### config.mk
export PLATFORM = sky130hd
export DESIGN_NAME = bitmap_first_fit_allocator_core
export DESIGN_NICKNAME = d
export VERILOG_FILES = /design/src/rtl/core/bffa_pkg.sv /design/src/rtl/core/bitmap_first_fit_allocator_core.sv
export SDC_FILE = /design/constraint.sdc
export NUM_CORES = 1
export LEC_CHECK = 0
export ABC_AREA = 1
export BUFFER_PORTS_ARGS = -buffer_cell sky130_fd_sc_hd__buf_2
export CAP_MARGIN = 25
export CELL_PAD_IN_SITES_DETAIL_PLACEMENT = 0
export CELL_PAD_IN_SITES_GLOBAL_PLACEMENT = 1
export CORE_ASPECT_RATIO = 1.2
export CORE_MARGIN = 4
export CORE_UTILIZATION = 28
export CTS_BUF_LIST = sky130_fd_sc_hd__clkbuf_2
export CTS_CLUSTER_SIZE = 14
export DETAILED_ROUTE_END_ITERATION = 16
export PLACE_DENSITY_LB_ADDON = 0.1
export RECOVER_POWER = 50
export SKIP_LAST_GASP = 1
export SLEW_MARGIN = 5
export SYNTH_ARGS = -nofsm -noshare
export SYNTH_HDL_FRONTEND = slang
export SYNTH_SLANG_ARGS = --single-unit
### constraint.sdc
create_clock -name clk -period 4.8 [get_ports clk]
set_input_delay 0.24 -clock clk [delete_from_list [all_inputs] [get_ports clk]]
set_output_delay 0.24 -clock clk [all_outputs]
set_load 0.02 [all_outputs]
### src/rtl/core/bffa_pkg.sv
// Shared types and constants for the bitmap first-fit allocator.
// No dependencies; imported by the core and its checker.
`default_nettype none

package bffa_pkg;

	localparam int NUM_SLOTS = 64;
	localparam int IDX_W     = $clog2(NUM_SLOTS);
	localparam int CNT_W     = IDX_W + 1;
	localparam int CMD_W     = 2;

	localparam int IN_BITS   = CMD_W + IDX_W + CNT_W;
	localparam int IN_W      = ((IN_BITS + 7) / 8) * 8;
	localparam int OUT_BITS  = 1 + IDX_W + 2 * CNT_W;
	localparam int OUT_W     = ((OUT_BITS + 7) / 8) * 8;

	typedef enum logic [CMD_W-1:0] {
		CMD_ALLOC_INODE = 2'd0,
		CMD_ALLOC_BLOCK = 2'd1,
		CMD_FREE_INODE  = 2'd2,
		CMD_FREE_BLOCK  = 2'd3
	} cmd_t;

	typedef enum logic [2:0] {
		ST_IDLE,
		ST_SCAN_INODE,
		ST_SCAN_BLOCK,
		ST_CLAIM_BLOCK,
		ST_FREE_BLOCK,
		ST_DONE
	} state_t;

endpackage

`default_nettype wire

### src/rtl/core/bitmap_first_fit_allocator_core.sv
// Bitmap first-fit allocator core: inode and block occupancy maps, one-step sequencer.
// Depends on bffa_pkg.
//
// Sequence (accept to result valid): allocate inode scans position by position; allocate block
// run scans position by position, then walks the run block by block to claim it; free
// inode, zero-length or oversize block allocate go straight to the done state; free block
// run walks up from index until count blocks are freed or the map ends. One transaction in
// work at a time, the next one taken the cycle after the result loads; a finished result
// may wait on the output while the next one runs.
// Reset (arst_n low, async): both maps hold only bit 0 set, free totals NUM_SLOTS-1.
`default_nettype none

module bitmap_first_fit_allocator_core
	import bffa_pkg::*;
(
	input  wire logic             clk,
	input  wire logic             arst_n,
	// request stream
	input  wire logic             s_tvalid,
	output logic                  s_tready,
	input  wire logic [IN_W-1:0]  s_tdata,  // command[1:0], index[7:2], count[14:8]
	// result stream
	output logic                  m_tvalid,
	input  wire logic             m_tready,
	output logic [OUT_W-1:0]      m_tdata   // ok[0], index_res[6:1], free_inodes[13:7],
	                                        // free_blocks[20:14]
);

	// request fields
	cmd_t             in_cmd;
	logic [IDX_W-1:0] in_index;
	logic [CNT_W-1:0] in_count;

	assign in_cmd   = cmd_t'(s_tdata[CMD_W-1:0]);
	assign in_index = s_tdata[CMD_W +: IDX_W];
	assign in_count = s_tdata[CMD_W+IDX_W +: CNT_W];

	// sequencer and datapath state
	state_t               state_q, state_d;
	logic [NUM_SLOTS-1:0] inode_map_q;
	logic [NUM_SLOTS-1:0] block_map_q;
	logic [CNT_W-1:0]     inode_free_q;
	logic [CNT_W-1:0]     block_free_q;
	logic [CNT_W-1:0]     pos_q;     // scan pointer; top bit marks past the map end
	logic [CNT_W-1:0]     rem_q;     // blocks left to claim or free
	logic [CNT_W-1:0]     run_q;     // current run of free blocks
	logic [CNT_W-1:0]     cnt_q;     // requested run length
	logic                 ok_q;
	logic [IDX_W-1:0]     res_q;
	logic                 out_valid_q;
	logic [OUT_W-1:0]     out_data_q;

	logic [IDX_W-1:0]     pos_idx;
	logic                 accept;
	logic                 out_free;
	logic                 blk_bit;
	logic                 ino_bit;
	logic [CNT_W-1:0]     run_next;
	logic                 at_last;

	assign pos_idx  = pos_q[IDX_W-1:0];
	assign accept   = s_tvalid && s_tready;
	assign out_free = !out_valid_q || m_tready;
	assign blk_bit  = block_map_q[pos_idx];
	assign ino_bit  = inode_map_q[pos_idx];
	assign run_next = blk_bit ? '0 : run_q + 1'b1;
	assign at_last  = (pos_q == CNT_W'(NUM_SLOTS - 1));

	assign s_tready = (state_q == ST_IDLE);
	assign m_tvalid = out_valid_q;
	assign m_tdata  = out_data_q;

	always_ff @(posedge clk or negedge arst_n) begin
		if (!arst_n) begin
			state_q <= ST_IDLE;
		end else begin
			state_q <= state_d;
		end
	end

	// next state
	always_comb begin
		state_d = state_q;
		case (state_q)
			ST_IDLE: begin
				if (accept) begin
					case (in_cmd)
						CMD_ALLOC_INODE: state_d = ST_SCAN_INODE;
						CMD_ALLOC_BLOCK: begin
							if (in_count == '0 || in_count > CNT_W'(NUM_SLOTS))
								state_d = ST_DONE;
							else
								state_d = ST_SCAN_BLOCK;
						end
						CMD_FREE_INODE:  state_d = ST_DONE;
						CMD_FREE_BLOCK:  state_d = ST_FREE_BLOCK;
						default:         state_d = ST_DONE;
					endcase
				end
			end
			ST_SCAN_INODE: begin
				if (!ino_bit || at_last)
					state_d = ST_DONE;
			end
			ST_SCAN_BLOCK: begin
				if (run_next == cnt_q)
					state_d = ST_CLAIM_BLOCK;
				else if (at_last)
					state_d = ST_DONE;
			end
			ST_CLAIM_BLOCK: begin
				if (rem_q == CNT_W'(1))
					state_d = ST_DONE;
			end
			ST_FREE_BLOCK: begin
				if (rem_q == '0 || pos_q >= CNT_W'(NUM_SLOTS))
					state_d = ST_DONE;
			end
			ST_DONE: begin
				if (out_free)
					state_d = ST_IDLE;
			end
			default: state_d = ST_IDLE;
		endcase
	end

	// maps, totals and sequencer counters
	always_ff @(posedge clk or negedge arst_n) begin
		if (!arst_n) begin
			inode_map_q  <= NUM_SLOTS'(1);
			block_map_q  <= NUM_SLOTS'(1);
			inode_free_q <= CNT_W'(NUM_SLOTS - 1);
			block_free_q <= CNT_W'(NUM_SLOTS - 1);
			pos_q        <= '0;
			rem_q        <= '0;
			run_q        <= '0;
			cnt_q        <= '0;
			ok_q         <= 1'b0;
			res_q        <= '0;
		end else begin
			case (state_q)
				ST_IDLE: begin
					if (accept) begin
						pos_q <= '0;
						run_q <= '0;
						cnt_q <= in_count;
						rem_q <= in_count;
						ok_q  <= 1'b1;
						res_q <= '0;
						case (in_cmd)
							CMD_ALLOC_BLOCK: begin
								// oversize run fails at once; zero-length succeeds at 0
								if (in_count > CNT_W'(NUM_SLOTS))
									ok_q <= 1'b0;
							end
							CMD_FREE_INODE: begin
								// root inode is never released
								if (in_index != '0 && inode_map_q[in_index]) begin
									inode_map_q[in_index] <= 1'b0;
									inode_free_q          <= inode_free_q + 1'b1;
								end
							end
							CMD_FREE_BLOCK: pos_q <= {1'b0, in_index};
							default: ;
						endcase
					end
				end
				ST_SCAN_INODE: begin
					if (!ino_bit) begin
						inode_map_q[pos_idx] <= 1'b1;
						inode_free_q         <= inode_free_q - 1'b1;
						res_q                <= pos_idx;
					end else if (at_last) begin
						ok_q <= 1'b0;
					end else begin
						pos_q <= pos_q + 1'b1;
					end
				end
				ST_SCAN_BLOCK: begin
					if (run_next == cnt_q) begin
						// run ends here; claim walks back down from this position
						res_q <= IDX_W'(pos_q + 1'b1 - cnt_q);
					end else if (at_last) begin
						ok_q <= 1'b0;
					end else begin
						pos_q <= pos_q + 1'b1;
						run_q <= run_next;
					end
				end
				ST_CLAIM_BLOCK: begin
					block_map_q[pos_idx] <= 1'b1;
					block_free_q         <= block_free_q - 1'b1;
					rem_q                <= rem_q - 1'b1;
					pos_q                <= pos_q - 1'b1;
				end
				ST_FREE_BLOCK: begin
					if (rem_q != '0 && pos_q < CNT_W'(NUM_SLOTS)) begin
						if (blk_bit) begin
							block_map_q[pos_idx] <= 1'b0;
							block_free_q         <= block_free_q + 1'b1;
						end
						pos_q <= pos_q + 1'b1;
						rem_q <= rem_q - 1'b1;
					end
				end
				default: ;
			endcase
		end
	end

	// output register: holds a finished result until the consumer takes it
	always_ff @(posedge clk or negedge arst_n) begin
		if (!arst_n) begin
			out_valid_q <= 1'b0;
		end else if (state_q == ST_DONE && out_free) begin
			out_valid_q <= 1'b1;
		end else if (m_tready) begin
			out_valid_q <= 1'b0;
		end
	end

	always_ff @(posedge clk) begin
		if (state_q == ST_DONE && out_free)
			out_data_q <= OUT_W'({block_free_q, inode_free_q, res_q, ok_q});
	end

endmodule

`default_nettype wire

==> impl_metrics.toml <==
[outcome]
status = "complete, but fails checks"
violations = "max-capacitance violations, max-slew violations"

[placement]
dp_cells = 2332
placed_area_sq_mm = 0.0135
dpl_worst_slack_ps = 877
port-buffer-count = 41
dpl.hpwl_mm = 30.8
gp_congestion = 0.844

[timing]
worst_pin_slew_ps = 2480
drv_slew = 171
relSlewSlack = -0.657
setup_ws_ps = 875
rsz0062_at_grt = "false"
fmax_ghz = 0.255
fin_skew_ps = 134
finalCritPeriodShare = 0.818
setup-tns-final_ps = 0
hold_viol_final = 0
setup_viol_count_final = 0
post-route-min-period_ps = 3920

[grt]
track_usage = 0.198
grt.overflow.total = 0
grt_pass1_wl_mm = 74.8
grt_pass1_vias = 12153
antenna_found_initial = 2
grt_max_degree = 88

[floorplanning]
die_y_um = 241
core_sq_mm = 0.0448
initial_core_util = 0.282
die_area_sq_mm = 0.0486
rows = 85
die_w_um = 202
pin_count = 46

[drt]
wl_per_cell_um = 19.9
dr.pass1.iters = 5
vias_per_cell = 5.00
route.detailed.drc = 0
dr.first_iter.drc_count = 879
num_vias = 12390
drtAntennaViolNets = 0
drt_wl_total_mm = 49.4

[clock_network]
postCtsSetupBuffers = 0
root_buffer = "clkbuf_2"
cts_buffer_depth = 3
clock_sinks = 202
clk_latency_ps = 1080
numCtsBuffers = 59
h-tree-depth = 2
cts.clk_slew.worst_paths_ps = 100
tritoncts = "yes"

[logic_synthesis]
netlist.area_leader.share = 0.330
synth_cell_types = 54
synth_cells = 1739
synth.cell_area_sq_mm = 0.0126
async_flop_share = 0.896
ys_ff_latch = 202
synth_area_leaders = "dfrtp_1 33%, nand2_1 14%, o21ai_0 5.7%"
syn_area_per_cell_sq_um = 7.27
synthFlopType = "dfrtp_1"
synth_edf_count = 21
yosysSeqAreaShare = 0.409
yosys_warnings = 0
synth_area_leader_cell = "dfrtp_1"

[power]
combPwrFrac = 0.508
clkPwrFrac = 0.178
pwr_density_cell_mw_per_mm2 = 547
power.total_mw = 7.86
irDropWorstVdd_mv = 0.381
swShare = 0.513
seqPwrFrac = 0.314
power.leakage_nw = 6.53
p_sw_mw = 4.03
internal-power_mw = 3.83

[critical_path]
crit_path_start = "pos_q[2]"
rr_worst_depth = 15
critical_path.endpoint = "inode_map_q[29]"
path_max_fanout = 41
crit_chain = "nand2_1 > inv_2 > nand2_1 > inv_2 > a221oi_1 > nand2_1 > nand2_1 > nand2_1 > nor2_1 > nand2_1 > nand2_2 > buf_4 > buf_4 > nand4_1 > nand2_1"
required_ps = 5710
critPathLaunchType = "register"
cp.arrival_ps = 4830
worstReg2RegStart = "pos_q[2]"
slowest_delay_ps = 510
timing.rr.end = "inode_map_q[29]"
end_kind = "register"
crit_top_cell = "nand2_1"
rrSetupSlack_ps = 880
cp_slowest_cell = "dfrtp_1"
critPathKind = "register to register"

[layout]
finalNonFillerCells = 2478
final_cell_mix = "463 x nand2_1, 183 x inv_1, 167 x dfrtp_1"
synthToLayoutAreaGrowth_pct = 13.6
drive_above_1_share = 0.119
nNetsFinal = 1861
final_cell_area_sq_mm = 0.0144
final_common_cell = "nand2_1"

[flow_run]
max_cap_viol_count = 2

[min_path]
min_path_type = "input pin to register"
==> through the flow <==
stage	hold WS (ps)	utilization
final	161	0.321
after floorplan	-55.6	-
after global routing	103	0.321
after CTS	5.88	0.322
after global placement	411	0.302
after detailed placement	422	0.302
==> timing repair <==
item,CTS,global route
hold buffers,32,0
gates resized for setup,0,0
hold endpoints to repair,268,0
==> how the worst min path moves through the flow <==
| stage | from | to | slack (ps) | cells after the start |
|---|---|---|---|---|
| 6_report | s_tdata[9] | cnt_q[1] | 160 | 4 |
| 5_1_grt | s_tdata[9] | cnt_q[1] | 100 | 4 |
| 4_1_cts | s_tdata[13] | rem_q[5] | 6 | 4 |
| 3_5_place_dp | arst_n | rem_q[2] | 420 | 1 |
| 3_3_place_gp | arst_n | rem_q[2] | 410 | 1 |
| 2_1_floorplan | arst_n | asynchronous set/reset pin | -60 | 0 |
==> synth_stat cells, types with 2 or more instances <==
cell       number
nand4_1        85
o21ai_2         6
a21oi_1       132
ha_1           22
o21ai_1        55
nand2_2         3
a221oi_1       11
a22oi_1        11
inv_1         183
o21ai_0       145
dfrtp_1       167
nand3_1       113
o211ai_1        5
edfxtp_1       21
nand3_2         3
nand3b_1        2
fa_1            3
nor3_1         15
nor2_4          2
nor2_1         66
o22ai_1        23
o2bb2ai_1       6
dfstp_2        14
clkbuf_1       47
a31oi_1         6
buf_4          13
nand2_1       464
buf_1           6
nor2_2          7
o31ai_1         2
inv_2          17
xnor2_1         7
a32oi_1         2
buf_2          31
xor2_1         18
o2111ai_1       8
==> kinds of logic after synthesis <==
family          count (synthesis)  share of synthesized area
xor+xnor                       25                     0.0173
other cells                     1                   0.000297
simple gates                  767                      0.265
fa+ha+maj                      25                     0.0265
compound gates                420                      0.185
flops                         202                      0.409
buf+inv                       299                     0.0965
==> worst max-delay path, delay by kind of cell, from the launching register on <==
family	cells	cell delay [ps]
simple gates	10	1590
buf+inv	4	1410
flops	1	510
compound gates	1	360
==> power by group through the flow <==
stage	clock (mW)	combinational (mW)	sequential, mW
final	1.40	3.99	2.47
after global placement	0	3.93	2.51
after global routing	1.56	4.44	2.52
after floorplan	0	2.69	2.49
after detailed placement	0	3.96	2.51
after CTS	1.49	4.06	2.48
==> routing by layer <==
metal,GRT usage,share of wire,vias to the layer above
met5,0,0,-
met4,0.0593,0.027,0
met3,0.0368,0.048,81
met2,0.338,0.48,305
met1,0.258,0.44,5958
li1,-,-,6046
==> cell type report <==
| type | count | area [sq um] |
|---|---|---|
| Clock inverter | 27 | 136 |
| Sequential cell | 202 | 5180 |
| Fill cell | 4913 | 30400 |
| Inverter | 201 | 757 |
| Clock buffer | 85 | 425 |
| Antenna cell | 2 | 5.00 |
| Tap cell | 609 | 762 |
| Multi-Input combinational cell | 1240 | 6290 |
| Timing Repair Buffer | 112 | 806 |
No activity file was read; power rests on OpenSTA's default activity.
